File: src/hw/rtl/pvp_pkg.sv
// ----------------------------------------------------------------------------
// pvp_pkg
// Shared types, constants and tables of the pH PID valve pulse planner.
// ----------------------------------------------------------------------------
package pvp_pkg;

  // pulse search
  localparam int MAX_PULSES = 6;
  localparam int N_W        = $clog2(MAX_PULSES + 1);

  // field widths
  localparam int PH_W       = 11;
  localparam int GAIN_W     = 16;
  localparam int CYC_W      = 4;
  localparam int PCT_W      = 14;
  localparam int PID_W      = 13;
  localparam int MS_W       = 14;
  localparam int CNT_OUT_W  = 3;
  localparam int CFG_IDX_W  = 3;
  localparam int CFG_DATA_W = 16;

  // datapath widths
  localparam int ERR_W   = PH_W + 1;
  localparam int PROD_W  = GAIN_W + 1 + ERR_W;
  localparam int ISUM_W  = 32;
  localparam int ACC_W   = 34;
  localparam int MAG_W   = 22;
  localparam int CSO_W   = 17;

  // reset values and limits
  localparam int PH_RESET      = 700;
  localparam int GAIN_P_RESET  = 5000;
  localparam int GAIN_I_RESET  = 150;
  localparam int GAIN_D_RESET  = 1000;
  localparam int CYC_RESET     = 3;
  localparam int CYC_MIN       = 3;
  localparam int CYC_MAX       = 10;
  localparam int PCT_MIN       = 500;
  localparam int PCT_MAX       = 9500;
  localparam int PID_LIMIT     = 3000000;
  localparam int PACK_MIN_MS   = 250;
  localparam int ONE_MIN_MS    = 100;
  localparam int MS_PER_SEC    = 1000;

  // reciprocal multiply: floor(x / n) = (x * ceil(2^SHIFT / n)) >> SHIFT
  localparam int RECIP_SHIFT   = 20;
  localparam int RECIP_W       = 21;
  localparam int RECIP_ARG_W   = 5;
  localparam int RECIP_TEN     = 104858;
  localparam int RPROD_W       = CSO_W + RECIP_W;
  localparam int KILO_SHIFT    = 32;
  localparam int KILO_W        = 23;
  localparam int RECIP_KILO    = 4294968;
  localparam int DPROD_W       = MAG_W + KILO_W;

  typedef enum logic [1:0] {
    OP_START = 2'd0,
    OP_STOP  = 2'd1,
    OP_PID   = 2'd2,
    OP_DOSE  = 2'd3
  } op_t;

  typedef enum logic [CFG_IDX_W-1:0] {
    REG_SETPOINT = 3'd0,
    REG_GAIN_P   = 3'd1,
    REG_GAIN_I   = 3'd2,
    REG_GAIN_D   = 3'd3,
    REG_CYCLE    = 3'd4
  } reg_idx_t;

  typedef enum logic [1:0] {
    MUL_GI = 2'd0,
    MUL_GP = 2'd1,
    MUL_GD = 2'd2
  } mul_sel_t;

  typedef enum logic [1:0] {
    REC_IMP  = 2'd0,
    REC_HIGH = 2'd1,
    REC_LOW  = 2'd2
  } rec_sel_t;

  typedef enum logic [4:0] {
    ST_IDLE,
    ST_DISPATCH,
    ST_PID_INT,
    ST_PID_ADDP,
    ST_PID_ADDD,
    ST_PID_DIV,
    ST_PID_OUT,
    ST_DOS_OPEN,
    ST_DOS_MUL,
    ST_DOS_REC,
    ST_DOS_IMP,
    ST_SRCH_H,
    ST_SRCH_HN,
    ST_SRCH_REM,
    ST_SRCH_LM,
    ST_SRCH_CHK,
    ST_FALLBACK,
    ST_DONE
  } state_t;

  typedef struct packed {
    logic     latch;
    logic     apply_simple;
    logic     mul_load;
    mul_sel_t mul_sel;
    logic     integ_update;
    logic     acc_add;
    logic     prev_load;
    logic     div_load;
    logic     pid_load;
    logic     open_update;
    logic     cso_load;
    logic     rec_load;
    rec_sel_t rec_sel;
    logic     imp_load;
    logic     n_init;
    logic     n_dec;
    logic     high_load;
    logic     rem_load;
    logic     low_load;
    logic     fallback;
    logic     out_load;
  } pvp_cmd_t;

  typedef struct packed {
    op_t  op;
    logic enable;
    logic imp_ok;
    logic high_ok;
    logic low_ok;
    logic n_last;
    logic out_free;
  } pvp_status_t;

  // ceil(2^20 / n) for the pulse counts
  function automatic logic [RECIP_W-1:0] recip_n(input logic [RECIP_ARG_W-1:0] n);
    logic [RECIP_W-1:0] r;
    case (n)
      5'd1:    r = 21'd1048576;
      5'd2:    r = 21'd524288;
      5'd3:    r = 21'd349526;
      5'd4:    r = 21'd262144;
      5'd5:    r = 21'd209716;
      5'd6:    r = 21'd174763;
      5'd7:    r = 21'd149797;
      5'd8:    r = 21'd131072;
      5'd9:    r = 21'd116509;
      5'd10:   r = 21'd104858;
      5'd11:   r = 21'd95326;
      5'd12:   r = 21'd87382;
      5'd13:   r = 21'd80660;
      5'd14:   r = 21'd74899;
      5'd15:   r = 21'd69906;
      5'd16:   r = 21'd65536;
      default: r = '0;
    endcase
    return r;
  endfunction

endpackage

File: src/hw/rtl/pvp_ctrl.sv
// ----------------------------------------------------------------------------
// pvp_ctrl
// Sequencer: steps the datapath through start/stop, PID and dosing work.
// ----------------------------------------------------------------------------
module pvp_ctrl (
  input  logic                 clk,
  input  logic                 rst,
  input  logic                 in_valid,
  output logic                 in_ready,
  input  pvp_pkg::pvp_status_t status,
  output pvp_pkg::pvp_cmd_t    cmd
);

  pvp_pkg::state_t state, state_next;

  always_ff @(posedge clk) begin
    if (rst) begin
      state <= pvp_pkg::ST_IDLE;
    end else begin
      state <= state_next;
    end
  end

  always_comb begin
    state_next = state;
    case (state)
      pvp_pkg::ST_IDLE: begin
        if (in_valid) state_next = pvp_pkg::ST_DISPATCH;
      end
      pvp_pkg::ST_DISPATCH: begin
        if (status.op == pvp_pkg::OP_PID && status.enable) begin
          state_next = pvp_pkg::ST_PID_INT;
        end else if (status.op == pvp_pkg::OP_DOSE && status.enable) begin
          state_next = pvp_pkg::ST_DOS_OPEN;
        end else begin
          state_next = pvp_pkg::ST_DONE;
        end
      end
      pvp_pkg::ST_PID_INT:  state_next = pvp_pkg::ST_PID_ADDP;
      pvp_pkg::ST_PID_ADDP: state_next = pvp_pkg::ST_PID_ADDD;
      pvp_pkg::ST_PID_ADDD: state_next = pvp_pkg::ST_PID_DIV;
      pvp_pkg::ST_PID_DIV:  state_next = pvp_pkg::ST_PID_OUT;
      pvp_pkg::ST_PID_OUT:  state_next = pvp_pkg::ST_DONE;
      pvp_pkg::ST_DOS_OPEN: state_next = pvp_pkg::ST_DOS_MUL;
      pvp_pkg::ST_DOS_MUL:  state_next = pvp_pkg::ST_DOS_REC;
      pvp_pkg::ST_DOS_REC:  state_next = pvp_pkg::ST_DOS_IMP;
      pvp_pkg::ST_DOS_IMP: begin
        state_next = status.imp_ok ? pvp_pkg::ST_SRCH_H : pvp_pkg::ST_DONE;
      end
      pvp_pkg::ST_SRCH_H:  state_next = pvp_pkg::ST_SRCH_HN;
      pvp_pkg::ST_SRCH_HN: state_next = pvp_pkg::ST_SRCH_REM;
      pvp_pkg::ST_SRCH_REM: begin
        if (status.high_ok) begin
          state_next = pvp_pkg::ST_SRCH_LM;
        end else if (status.n_last) begin
          state_next = pvp_pkg::ST_FALLBACK;
        end else begin
          state_next = pvp_pkg::ST_SRCH_H;
        end
      end
      pvp_pkg::ST_SRCH_LM: state_next = pvp_pkg::ST_SRCH_CHK;
      pvp_pkg::ST_SRCH_CHK: begin
        if (status.low_ok) begin
          state_next = pvp_pkg::ST_DONE;
        end else if (status.n_last) begin
          state_next = pvp_pkg::ST_FALLBACK;
        end else begin
          state_next = pvp_pkg::ST_SRCH_H;
        end
      end
      pvp_pkg::ST_FALLBACK: state_next = pvp_pkg::ST_DONE;
      pvp_pkg::ST_DONE: begin
        if (status.out_free) state_next = pvp_pkg::ST_IDLE;
      end
      default: state_next = pvp_pkg::ST_IDLE;
    endcase
  end

  always_comb begin
    cmd      = '0;
    cmd.mul_sel = pvp_pkg::MUL_GI;
    cmd.rec_sel = pvp_pkg::REC_IMP;
    in_ready = 1'b0;
    case (state)
      pvp_pkg::ST_IDLE: begin
        in_ready  = 1'b1;
        cmd.latch = in_valid;
      end
      pvp_pkg::ST_DISPATCH: begin
        cmd.apply_simple = (status.op == pvp_pkg::OP_START) ||
                           (status.op == pvp_pkg::OP_STOP);
        cmd.mul_load = 1'b1;
        cmd.mul_sel  = pvp_pkg::MUL_GI;
      end
      pvp_pkg::ST_PID_INT: begin
        cmd.integ_update = 1'b1;
        cmd.mul_load     = 1'b1;
        cmd.mul_sel      = pvp_pkg::MUL_GP;
      end
      pvp_pkg::ST_PID_ADDP: begin
        cmd.acc_add  = 1'b1;
        cmd.mul_load = 1'b1;
        cmd.mul_sel  = pvp_pkg::MUL_GD;
      end
      pvp_pkg::ST_PID_ADDD: begin
        cmd.acc_add   = 1'b1;
        cmd.prev_load = 1'b1;
      end
      pvp_pkg::ST_PID_DIV: cmd.div_load = 1'b1;
      pvp_pkg::ST_PID_OUT: cmd.pid_load = 1'b1;
      pvp_pkg::ST_DOS_OPEN: cmd.open_update = 1'b1;
      pvp_pkg::ST_DOS_MUL:  cmd.cso_load = 1'b1;
      pvp_pkg::ST_DOS_REC: begin
        cmd.rec_load = 1'b1;
        cmd.rec_sel  = pvp_pkg::REC_IMP;
      end
      pvp_pkg::ST_DOS_IMP: begin
        cmd.imp_load = 1'b1;
        cmd.n_init   = 1'b1;
      end
      pvp_pkg::ST_SRCH_H: begin
        cmd.rec_load = 1'b1;
        cmd.rec_sel  = pvp_pkg::REC_HIGH;
      end
      pvp_pkg::ST_SRCH_HN: cmd.high_load = 1'b1;
      pvp_pkg::ST_SRCH_REM: begin
        cmd.rem_load = status.high_ok;
        cmd.n_dec    = !status.high_ok && !status.n_last;
      end
      pvp_pkg::ST_SRCH_LM: begin
        cmd.rec_load = 1'b1;
        cmd.rec_sel  = pvp_pkg::REC_LOW;
      end
      pvp_pkg::ST_SRCH_CHK: begin
        cmd.low_load = status.low_ok;
        cmd.n_dec    = !status.low_ok && !status.n_last;
      end
      pvp_pkg::ST_FALLBACK: cmd.fallback = 1'b1;
      pvp_pkg::ST_DONE: cmd.out_load = status.out_free;
      default: ;
    endcase
  end

endmodule

File: src/hw/rtl/pvp_dp.sv
// ----------------------------------------------------------------------------
// pvp_dp
// Datapath: config registers, regulator state, PID and pulse arithmetic,
// and the output register.
// ----------------------------------------------------------------------------
module pvp_dp (
  input  logic                              clk,
  input  logic                              rst,
  input  pvp_pkg::pvp_cmd_t                 cmd,
  output pvp_pkg::pvp_status_t              status,
  input  logic                              cfg_we,
  input  logic [pvp_pkg::CFG_IDX_W-1:0]     cfg_index,
  input  logic [pvp_pkg::CFG_DATA_W-1:0]    cfg_data,
  input  logic [1:0]                        op,
  input  logic [pvp_pkg::PH_W-1:0]          measured_ph,
  input  logic [pvp_pkg::PCT_W-1:0]         start_percent,
  input  logic                              regulate_enable,
  input  logic                              out_ready,
  output logic                              out_valid,
  output logic signed [pvp_pkg::PID_W-1:0]  pid_value,
  output logic [pvp_pkg::PCT_W-1:0]         valve_percent,
  output logic [pvp_pkg::MS_W-1:0]          impulse_ms,
  output logic [pvp_pkg::CNT_OUT_W-1:0]     pulse_count,
  output logic [pvp_pkg::MS_W-1:0]          pulse_high_ms,
  output logic [pvp_pkg::MS_W-1:0]          pulse_low_ms
);

  localparam logic signed [pvp_pkg::ACC_W-1:0] ISUM_HI = 34'sd2147483647;
  localparam logic signed [pvp_pkg::ACC_W-1:0] ISUM_LO = -34'sd2147483648;
  localparam logic signed [pvp_pkg::ACC_W-1:0] LIM_HI  = 34'(pvp_pkg::PID_LIMIT);
  localparam logic signed [pvp_pkg::ACC_W-1:0] LIM_LO  = -34'(pvp_pkg::PID_LIMIT);

  // configuration
  logic [pvp_pkg::PH_W-1:0]   setpoint;
  logic [pvp_pkg::GAIN_W-1:0] gain_p, gain_i, gain_d;
  logic [pvp_pkg::CYC_W-1:0]  cycle_s;
  logic [pvp_pkg::CYC_W-1:0]  cyc_wr;

  // regulator state
  logic signed [pvp_pkg::ISUM_W-1:0] isum;
  logic [pvp_pkg::PH_W-1:0]          prev_ph;
  logic [pvp_pkg::PCT_W-1:0]         opening;
  logic signed [pvp_pkg::PID_W-1:0]  pid_out;

  // latched item
  pvp_pkg::op_t              op_q;
  logic [pvp_pkg::PH_W-1:0]  meas_q;
  logic [pvp_pkg::PCT_W-1:0] start_q;
  logic                      en_q;

  // PID arithmetic
  logic signed [pvp_pkg::ERR_W-1:0]  err, dph, mul_arg;
  logic [pvp_pkg::GAIN_W-1:0]        mul_gain;
  logic signed [pvp_pkg::PROD_W-1:0] prod, prod_next;
  logic signed [pvp_pkg::ACC_W-1:0]  acc, isum_wide, acc_clamp;
  logic signed [pvp_pkg::ISUM_W-1:0] isum_sat;
  logic [pvp_pkg::MAG_W-1:0]         mag;
  logic [pvp_pkg::DPROD_W-1:0]       dprod;
  logic                              acc_neg;
  logic [pvp_pkg::PID_W-1:0]         quot;

  // dosing arithmetic
  logic signed [pvp_pkg::PCT_W+1:0]  open_sum;
  logic [pvp_pkg::CSO_W-1:0]         cso, rec_a;
  logic [pvp_pkg::RECIP_W-1:0]       rec_m;
  logic [pvp_pkg::RPROD_W-1:0]       rprod;
  logic [pvp_pkg::RPROD_W-pvp_pkg::RECIP_SHIFT-1:0] rec_q;
  logic [pvp_pkg::MS_W-1:0]          span, impulse, high, low, rem;
  logic [pvp_pkg::MS_W+pvp_pkg::N_W-1:0] high_n;
  logic [pvp_pkg::N_W-1:0]           n, count;

  // output register
  logic signed [pvp_pkg::PID_W-1:0]  out_pid;
  logic [pvp_pkg::PCT_W-1:0]         out_pct;
  logic [pvp_pkg::MS_W-1:0]          out_imp, out_high, out_low;
  logic [pvp_pkg::CNT_OUT_W-1:0]     out_cnt;

  // ---- configuration port ----
  always_comb begin
    cyc_wr = cfg_data[pvp_pkg::CYC_W-1:0];
    if (cyc_wr < 4'(pvp_pkg::CYC_MIN)) cyc_wr = 4'(pvp_pkg::CYC_MIN);
    else if (cyc_wr > 4'(pvp_pkg::CYC_MAX)) cyc_wr = 4'(pvp_pkg::CYC_MAX);
  end

  always_ff @(posedge clk) begin
    if (rst) begin
      setpoint <= 11'(pvp_pkg::PH_RESET);
      gain_p   <= 16'(pvp_pkg::GAIN_P_RESET);
      gain_i   <= 16'(pvp_pkg::GAIN_I_RESET);
      gain_d   <= 16'(pvp_pkg::GAIN_D_RESET);
      cycle_s  <= 4'(pvp_pkg::CYC_RESET);
    end else if (cfg_we) begin
      case (cfg_index)
        pvp_pkg::REG_SETPOINT: setpoint <= cfg_data[pvp_pkg::PH_W-1:0];
        pvp_pkg::REG_GAIN_P:   gain_p   <= cfg_data;
        pvp_pkg::REG_GAIN_I:   gain_i   <= cfg_data;
        pvp_pkg::REG_GAIN_D:   gain_d   <= cfg_data;
        pvp_pkg::REG_CYCLE:    cycle_s  <= cyc_wr;
        default: ;
      endcase
    end
  end

  // ---- combinational arithmetic ----
  always_comb begin
    err = $signed({1'b0, setpoint}) - $signed({1'b0, meas_q});
    dph = $signed({1'b0, meas_q}) - $signed({1'b0, prev_ph});
    case (cmd.mul_sel)
      pvp_pkg::MUL_GI: begin mul_gain = gain_i; mul_arg = err; end
      pvp_pkg::MUL_GP: begin mul_gain = gain_p; mul_arg = err; end
      pvp_pkg::MUL_GD: begin mul_gain = gain_d; mul_arg = dph; end
      default:         begin mul_gain = gain_i; mul_arg = err; end
    endcase
    prod_next = $signed({1'b0, mul_gain}) * mul_arg;

    // integral with saturation to 32 bits
    isum_wide = 34'(prod) + 34'(isum);
    if (isum_wide > ISUM_HI)      isum_sat = 32'sh7FFF_FFFF;
    else if (isum_wide < ISUM_LO) isum_sat = 32'sh8000_0000;
    else                          isum_sat = isum_wide[pvp_pkg::ISUM_W-1:0];

    if (acc > LIM_HI)      acc_clamp = LIM_HI;
    else if (acc < LIM_LO) acc_clamp = LIM_LO;
    else                   acc_clamp = acc;
    mag  = acc_clamp[pvp_pkg::ACC_W-1] ? pvp_pkg::MAG_W'(-acc_clamp)
                                       : pvp_pkg::MAG_W'(acc_clamp);
    quot = dprod[pvp_pkg::KILO_SHIFT +: pvp_pkg::PID_W];

    open_sum = $signed({2'b00, opening}) + 16'(pid_out);

    span = 14'(14'(cycle_s) * 14'(pvp_pkg::MS_PER_SEC) - 14'(pvp_pkg::ONE_MIN_MS));

    case (cmd.rec_sel)
      pvp_pkg::REC_IMP: begin
        rec_a = cso;
        rec_m = 21'(pvp_pkg::RECIP_TEN);
      end
      pvp_pkg::REC_HIGH: begin
        rec_a = 17'(impulse);
        rec_m = pvp_pkg::recip_n(5'(n));
      end
      pvp_pkg::REC_LOW: begin
        rec_a = 17'(rem);
        rec_m = pvp_pkg::recip_n(5'(n));
      end
      default: begin
        rec_a = cso;
        rec_m = 21'(pvp_pkg::RECIP_TEN);
      end
    endcase
    rec_q  = rprod[pvp_pkg::RPROD_W-1:pvp_pkg::RECIP_SHIFT];
    high_n = (pvp_pkg::MS_W + pvp_pkg::N_W)'(high) * (pvp_pkg::MS_W + pvp_pkg::N_W)'(n);
  end

  // ---- registers ----
  always_ff @(posedge clk) begin
    if (rst) begin
      isum    <= '0;
      prev_ph <= 11'(pvp_pkg::PH_RESET);
      opening <= 14'(pvp_pkg::PCT_MIN);
      pid_out <= '0;
    end else begin
      if (cmd.apply_simple) begin
        pid_out <= '0;
        isum    <= '0;
        if (op_q == pvp_pkg::OP_START) begin
          prev_ph <= 11'(pvp_pkg::PH_RESET);
          if (start_q < 14'(pvp_pkg::PCT_MIN) || start_q > 14'(pvp_pkg::PCT_MAX)) begin
            opening <= 14'(pvp_pkg::PCT_MIN);
          end else begin
            opening <= start_q;
          end
        end else begin
          opening <= 14'(pvp_pkg::PCT_MIN);
        end
      end
      if (cmd.integ_update) isum <= isum_sat;
      if (cmd.prev_load) prev_ph <= meas_q;
      if (cmd.pid_load) pid_out <= acc_neg ? $signed(quot) : -$signed(quot);
      if (cmd.open_update) begin
        if (open_sum < 16'sd500) opening <= 14'(pvp_pkg::PCT_MIN);
        else if (open_sum > 16'sd9500) opening <= 14'(pvp_pkg::PCT_MAX);
        else opening <= open_sum[pvp_pkg::PCT_W-1:0];
      end
    end
  end

  // payload and work registers
  always_ff @(posedge clk) begin
    if (cmd.latch) begin
      op_q    <= pvp_pkg::op_t'(op);
      meas_q  <= measured_ph;
      start_q <= start_percent;
      en_q    <= regulate_enable;
      impulse <= '0;
      count   <= '0;
      high    <= '0;
      low     <= '0;
    end
    if (cmd.mul_load) prod <= prod_next;
    if (cmd.integ_update) acc <= 34'(isum_sat);
    if (cmd.acc_add) acc <= acc + 34'(prod);
    if (cmd.div_load) begin
      dprod   <= pvp_pkg::DPROD_W'(mag) * pvp_pkg::DPROD_W'(pvp_pkg::RECIP_KILO);
      acc_neg <= acc_clamp[pvp_pkg::ACC_W-1];
    end
    if (cmd.cso_load) cso <= 17'(cycle_s) * 17'(opening);
    if (cmd.rec_load) rprod <= pvp_pkg::RPROD_W'(rec_a) * pvp_pkg::RPROD_W'(rec_m);
    if (cmd.imp_load) impulse <= status.imp_ok ? rec_q[pvp_pkg::MS_W-1:0] : '0;
    if (cmd.n_init) n <= pvp_pkg::N_W'(pvp_pkg::MAX_PULSES);
    if (cmd.n_dec) n <= n - 1'b1;
    if (cmd.high_load) high <= rec_q[pvp_pkg::MS_W-1:0];
    // high * n never exceeds the impulse, so the pause stays positive
    if (cmd.rem_load) rem <= 14'(18'(span) - high_n);
    if (cmd.low_load) begin
      low   <= rec_q[pvp_pkg::MS_W-1:0];
      count <= n;
    end
    if (cmd.fallback) begin
      count <= pvp_pkg::N_W'(1);
      high  <= impulse;
      low   <= span - impulse;
    end
    if (cmd.out_load) begin
      out_pid  <= pid_out;
      out_pct  <= opening;
      out_imp  <= impulse;
      out_cnt  <= pvp_pkg::CNT_OUT_W'(count);
      out_high <= high;
      out_low  <= low;
    end
  end

  always_ff @(posedge clk) begin
    if (rst) begin
      out_valid <= 1'b0;
    end else if (cmd.out_load) begin
      out_valid <= 1'b1;
    end else if (out_ready) begin
      out_valid <= 1'b0;
    end
  end

  always_comb begin
    status.op       = op_q;
    status.enable   = en_q;
    status.imp_ok   = rec_q > 18'(pvp_pkg::ONE_MIN_MS);
    status.high_ok  = high > 14'(pvp_pkg::PACK_MIN_MS);
    status.low_ok   = rec_q > 18'(pvp_pkg::PACK_MIN_MS);
    status.n_last   = (n == pvp_pkg::N_W'(1));
    status.out_free = !out_valid || out_ready;
  end

  assign pid_value     = out_pid;
  assign valve_percent = out_pct;
  assign impulse_ms    = out_imp;
  assign pulse_count   = out_cnt;
  assign pulse_high_ms = out_high;
  assign pulse_low_ms  = out_low;

endmodule

File: src/hw/rtl/ph_pid_valve_pulse_planner.sv
// ----------------------------------------------------------------------------
// ph_pid_valve_pulse_planner
// pH PID regulator with valve dosing planner: sequencer plus datapath.
// ----------------------------------------------------------------------------
// Start, stop and disabled items go straight to the output register. A PID sample
// steps through integral, P and D terms, divide and output; a dosing cycle tries
// pulse counts from MAX_PULSES downward, using the shared reciprocal multiplier.
// One item in flight; the next is taken the cycle after its result is stored
// in the output register. Reset restores register defaults and regulator state.
// ----------------------------------------------------------------------------
module ph_pid_valve_pulse_planner (
  input  logic                              clk,
  input  logic                              rst,
  input  logic                              cfg_we,
  input  logic [pvp_pkg::CFG_IDX_W-1:0]     cfg_index,
  input  logic [pvp_pkg::CFG_DATA_W-1:0]    cfg_data,
  input  logic                              in_valid,
  output logic                              in_ready,
  input  logic [1:0]                        op,
  input  logic [pvp_pkg::PH_W-1:0]          measured_ph,
  input  logic [pvp_pkg::PCT_W-1:0]         start_percent,
  input  logic                              regulate_enable,
  output logic                              out_valid,
  input  logic                              out_ready,
  output logic signed [pvp_pkg::PID_W-1:0]  pid_value,
  output logic [pvp_pkg::PCT_W-1:0]         valve_percent,
  output logic [pvp_pkg::MS_W-1:0]          impulse_ms,
  output logic [pvp_pkg::CNT_OUT_W-1:0]     pulse_count,
  output logic [pvp_pkg::MS_W-1:0]          pulse_high_ms,
  output logic [pvp_pkg::MS_W-1:0]          pulse_low_ms
);

  pvp_pkg::pvp_cmd_t    cmd;
  pvp_pkg::pvp_status_t status;

  pvp_ctrl u_ctrl (
    .clk      (clk),
    .rst      (rst),
    .in_valid (in_valid),
    .in_ready (in_ready),
    .status   (status),
    .cmd      (cmd)
  );

  pvp_dp u_dp (
    .clk             (clk),
    .rst             (rst),
    .cmd             (cmd),
    .status          (status),
    .cfg_we          (cfg_we),
    .cfg_index       (cfg_index),
    .cfg_data        (cfg_data),
    .op              (op),
    .measured_ph     (measured_ph),
    .start_percent   (start_percent),
    .regulate_enable (regulate_enable),
    .out_ready       (out_ready),
    .out_valid       (out_valid),
    .pid_value       (pid_value),
    .valve_percent   (valve_percent),
    .impulse_ms      (impulse_ms),
    .pulse_count     (pulse_count),
    .pulse_high_ms   (pulse_high_ms),
    .pulse_low_ms    (pulse_low_ms)
  );

endmodule
File: config.mk
export PLATFORM = sky130hd
export DESIGN_NAME = ph_pid_valve_pulse_planner
export DESIGN_NICKNAME = d
export VERILOG_FILES = /design/src/hw/rtl/pvp_pkg.sv /design/src/hw/rtl/pvp_ctrl.sv /design/src/hw/rtl/pvp_dp.sv /design/src/hw/rtl/ph_pid_valve_pulse_planner.sv
export SDC_FILE = /design/constraint.sdc
export NUM_CORES = 2
export LEC_CHECK = 0
export BUFFER_PORTS_ARGS = -buffer_cell sky130_fd_sc_hd__buf_2
export CORE_ASPECT_RATIO = 1.5
export CORE_MARGIN = 1.5
export CORE_UTILIZATION = 48
export CTS_BUF_LIST = sky130_fd_sc_hd__clkbuf_8
export DETAILED_ROUTE_END_ITERATION = 7
export GPL_TIMING_DRIVEN = 0
export HOLD_SLACK_MARGIN = 0.06
export PLACE_DENSITY = 0.72
export SYNTH_ARGS = -nofsm -noshare
export SYNTH_HDL_FRONTEND = slang
export SYNTH_SLANG_ARGS = --single-unit
File: constraint.sdc
create_clock -name clk -period 22.1 [get_ports clk]
set_input_delay 6.63 -clock clk [delete_from_list [all_inputs] [get_ports clk]]
set_output_delay 6.63 -clock clk [all_outputs]
set_load 0.05 [all_outputs]
==> flow_summary.json <==
{
  "cts_root_buf": "clkbuf_8",
  "syn_to_final_growth_pct": 8.40,
  "coreArea_sq_um": 97400,
  "cts_buffers": 71,
  "maxCapViolations": 0,
  "r2r-start": "u_dp.acc[7]",
  "fin_nets": 6493,
  "critPathBufInv": 6,
  "fmax_mhz": 88.9,
  "ys.flop_type": "edfxtp_1",
  "dieArea_sq_um": 101000,
  "wl_per_cell_um": 21.6,
  "worstPathArrival_ns": 11.68,
  "vias": 37300,
  "holdWs_ns": 0.408,
  "port_buffers": 122,
  "cts_max_level": 3,
  "clk_pin_slew_worst_paths_ns": 0.07,
  "drive_gt1_share_pct": 5.60,
  "critPathRequiredTime_ns": 22.54,
  "slew-limit-headroom_pct": 6.38,
  "comb_power_share_pct": 71.5,
  "postLayoutCoreUtil_pct": 52.7,
  "synth-async-reset-ratio_pct": 0,
  "fin_crit_sh_pct": 50.9,
  "powerDensity_nw_per_um2": 139,
  "clk_latency_ns": 0.72,
  "cp-start-kind": "register",
  "routed_wirelength_mm": 144,
  "ant_nets": 0,
  "synthesis.area_sq_um": 47300,
  "hold_class": "reg -> reg",
  "synth.largest_area_cell": "fa_1",
  "fill_cells": 9118,
  "internal-power_mw": 3.67,
  "synthTopCellsByArea": "fa_1, edfxtp_1, ha_1, inv_1, dfxtp_1",
  "seq_power_share_pct": 17.8,
  "swShare_pct": 48.4,
  "cts_hold_buffers": 0,
  "rows": 140,
  "cp_top_family": "adder cells",
  "worst_pin_slew_ns": 1.40,
  "cts_tree": "done",
  "syn_avg_cell_area_sq_um": 9.30,
  "grt_max_degree": 37,
  "drtIter0Drc": 2171,
  "pwr-share-clk_pct": 10.6,
  "track_usage_pct": 29.1,
  "pin_count": 126,
  "cts_setup_buffers": 0,
  "crit_path_end_kind": "register",
  "antenna_found_initial": 3,
  "ys_seq_elements": 413,
  "drc_errors": 0,
  "rsz0062_at_grt": "false",
  "die_h_um": 388,
  "cts.sinks": 413,
  "overflow": 0,
  "synth-edff-count": 271,
  "cpMaxStageDelayCell": "fa_1",
  "netlist_instances": 5086,
  "synth_cell_types": 90,
  "cts_buffer_depth": 3,
  "synth-seq-area-share_pct": 23.2,
  "clock_skew_ns": 0.0462,
  "vias_per_cell": 5.60,
  "switchingPower_mw": 3.45,
  "netlist.area_leader.share_pct": 24.2,
  "path_class": "reg -> reg",
  "p_leak_nw": 24.3,
  "first_global_vias": 39100,
  "drt_first_pass_iters": 7,
  "worstHoldStart": "u_dp.low[7]",
  "setup_violations": 0,
  "crit_path_max_fanout": 10,
  "final_max_slew_viol_count": 0,
  "grt_pass1_wl_mm": 221,
  "dp_hpwl_mm": 121,
  "die_w_um": 259,
  "max_stage_delay_ns": 0.54,
  "hold_viol_final": 0,
  "initial_core_util_pct": 48.6,
  "period_needed_ns": 11.25,
  "vdd_ir_drop_max_mv": 0.413,
  "cts-resized-gates": 0,
  "place.gp.congestion": 1.01,
  "outcome": "finished clean",
  "critPathLaunch": "u_dp.acc[7]",
  "final.setup.tns_ns": 0,
  "ys_warn_count": 0
}
## power by group through the flow
stage	registers (mW)	logic (mW)	clock network [mW]
floorplan	1.24	3.79	0
global placement	1.28	4.96	0
detailed placement	1.28	5.07	0
CTS	1.26	5.11	0.772
global route	1.27	5.78	0.799
finish	1.27	5.09	0.758
## synthesized netlist by cell type (60+ instances only)
cell type,n
a21oi_1,250
dfxtp_1,142
and2_1,81
ha_1,547
a21o_1,75
nand2_1,622
nor2_1,350
xor2_1,69
nor3_1,60
edfxtp_1,271
clkbuf_1,128
o21ai_0,179
xnor2_1,128
inv_1,871
fa_1,573
## worst reg2reg max path: cells and delay by family, from the launching register on
family          cells  cell delay, ns
fa+ha+maj           9            3.64
simple gates       14            3.50
buf+inv             6            1.73
compound gates     11            1.62
flops               1            0.40
xor+xnor            1            0.07
## registers in the layout, indices dropped and copies added (netlist names), 13 cells and up
register / cells
u_dp.pulse_low_ms: 14
u_dp.high: 14
u_dp.pulse_high_ms: 14
u_dp.cso: 17
u_dp.pid_value: 13
u_dp.impulse: 14
u_dp.prod: 29
u_dp.opening: 14
u_dp.isum: 32
u_dp.low: 14
u_dp.gain_p: 16
u_dp.start_q: 14
u_dp.rem: 14
u_dp.valve_percent: 14
u_dp.rprod: 18
u_dp.gain_d: 16
u_dp.pid_out: 13
u_dp.dprod: 13
u_dp.gain_i: 16
u_dp.acc: 34
u_dp.impulse_ms: 14
## cell type report
type / count / area [sq um] / share of cell area (%)
Buffer: 141 / 568 / 1.11
Sequential cell: 413 / 11000 / 21.4
Inverter: 872 / 3270 / 6.38
Multi-Input combinational cell: 3693 / 32600 / 63.7
Clock buffer: 80 / 1100 / 2.15
Timing Repair Buffer: 129 / 697 / 1.36
Clock inverter: 50 / 418 / 0.815
Tap cell: 1278 / 1600 / 3.12
Antenna cell: 3 / 7.51 / 0.0146
## cells by family (layout without fill, tap and decap cells)
group	Yosys count	count (layout)	synth area share [%]
DFF	413	413	23.2
muxes	18	18	0.397
adders and majority gates	1127	1127	38.9
other	2	38	0.0159
xor gates and xnor gates	199	199	3.73
AOI/OAI and AO/OA	869	869	11.7
buffers and inverters	1013	1272	8.12
and+or+nand+nor	1445	1445	14.0
## cell usage in the layout, fill, tap and decap left out, types with 22 or more instances in the layout
cell type	Yosys	routed
conb_1	2	35
inv_1	871	886
o21bai_1	28	28
or2_2	24	24
nor2_1	350	350
nand3_1	51	51
xor2_1	69	69
nand4_1	23	23
nor3_1	60	58
nand3b_1	29	29
edfxtp_1	271	271
o21ai_1	21	22
fa_1	573	573
or3_1	23	23
a211oi_1	32	32
xnor2_1	128	128
clkbuf_1	128	128
o22ai_1	23	23
a21oi_1	250	250
nor2b_1	40	39
o21ai_0	179	178
o211ai_1	24	24
dfxtp_1	142	142
o21a_1	43	43
and3_1	28	28
nand2b_1	47	47
buf_2	1	124
a22o_1	24	24
nand2_1	622	621
a22oi_1	44	44
a31oi_1	24	24
ha_1	547	547
and2_1	81	81
clkbuf_8	0	80
a21o_1	75	75
## routing by layer
metal  part of all wire [%]  up-vias  global-route usage (%)
met2                     52     1276                    53.6
met5                      0        -                       0
met1                     34    18300                    30.2
li1                       -    17200                       -
met3                    4.9      502                    3.37
met4                    8.4        0                    20.6
## stage by stage
stage | total power [mW] | area, sq um | instances | setup WS, ns
2_1_floorplan | 5.03 | 47400 | 5119 | 11.63
3_3_place_gp | 6.24 | 49700 | 6519 | 9.68
3_5_place_dp | 6.35 | 49800 | 6526 | 11.00
4_1_cts | 7.15 | 51300 | 6656 | 10.95
5_1_grt | 7.85 | 51300 | 6659 | 10.38
6_report | 7.12 | 51300 | 6659 | 10.85
## path summary, 6_finish.rpt
check / end / slack [ns] / cells after the start
setup / recovery: u_dp.dprod[41] / 10.85 / 41
hold / removal: u_dp.pulse_low_ms[7] / 0.41 / 0
hold reg to reg: u_dp.pulse_low_ms[7] / 0.41 / 0
setup reg to reg: u_dp.dprod[41] / 10.85 / 41
Power figures use the tool's default switching activity.
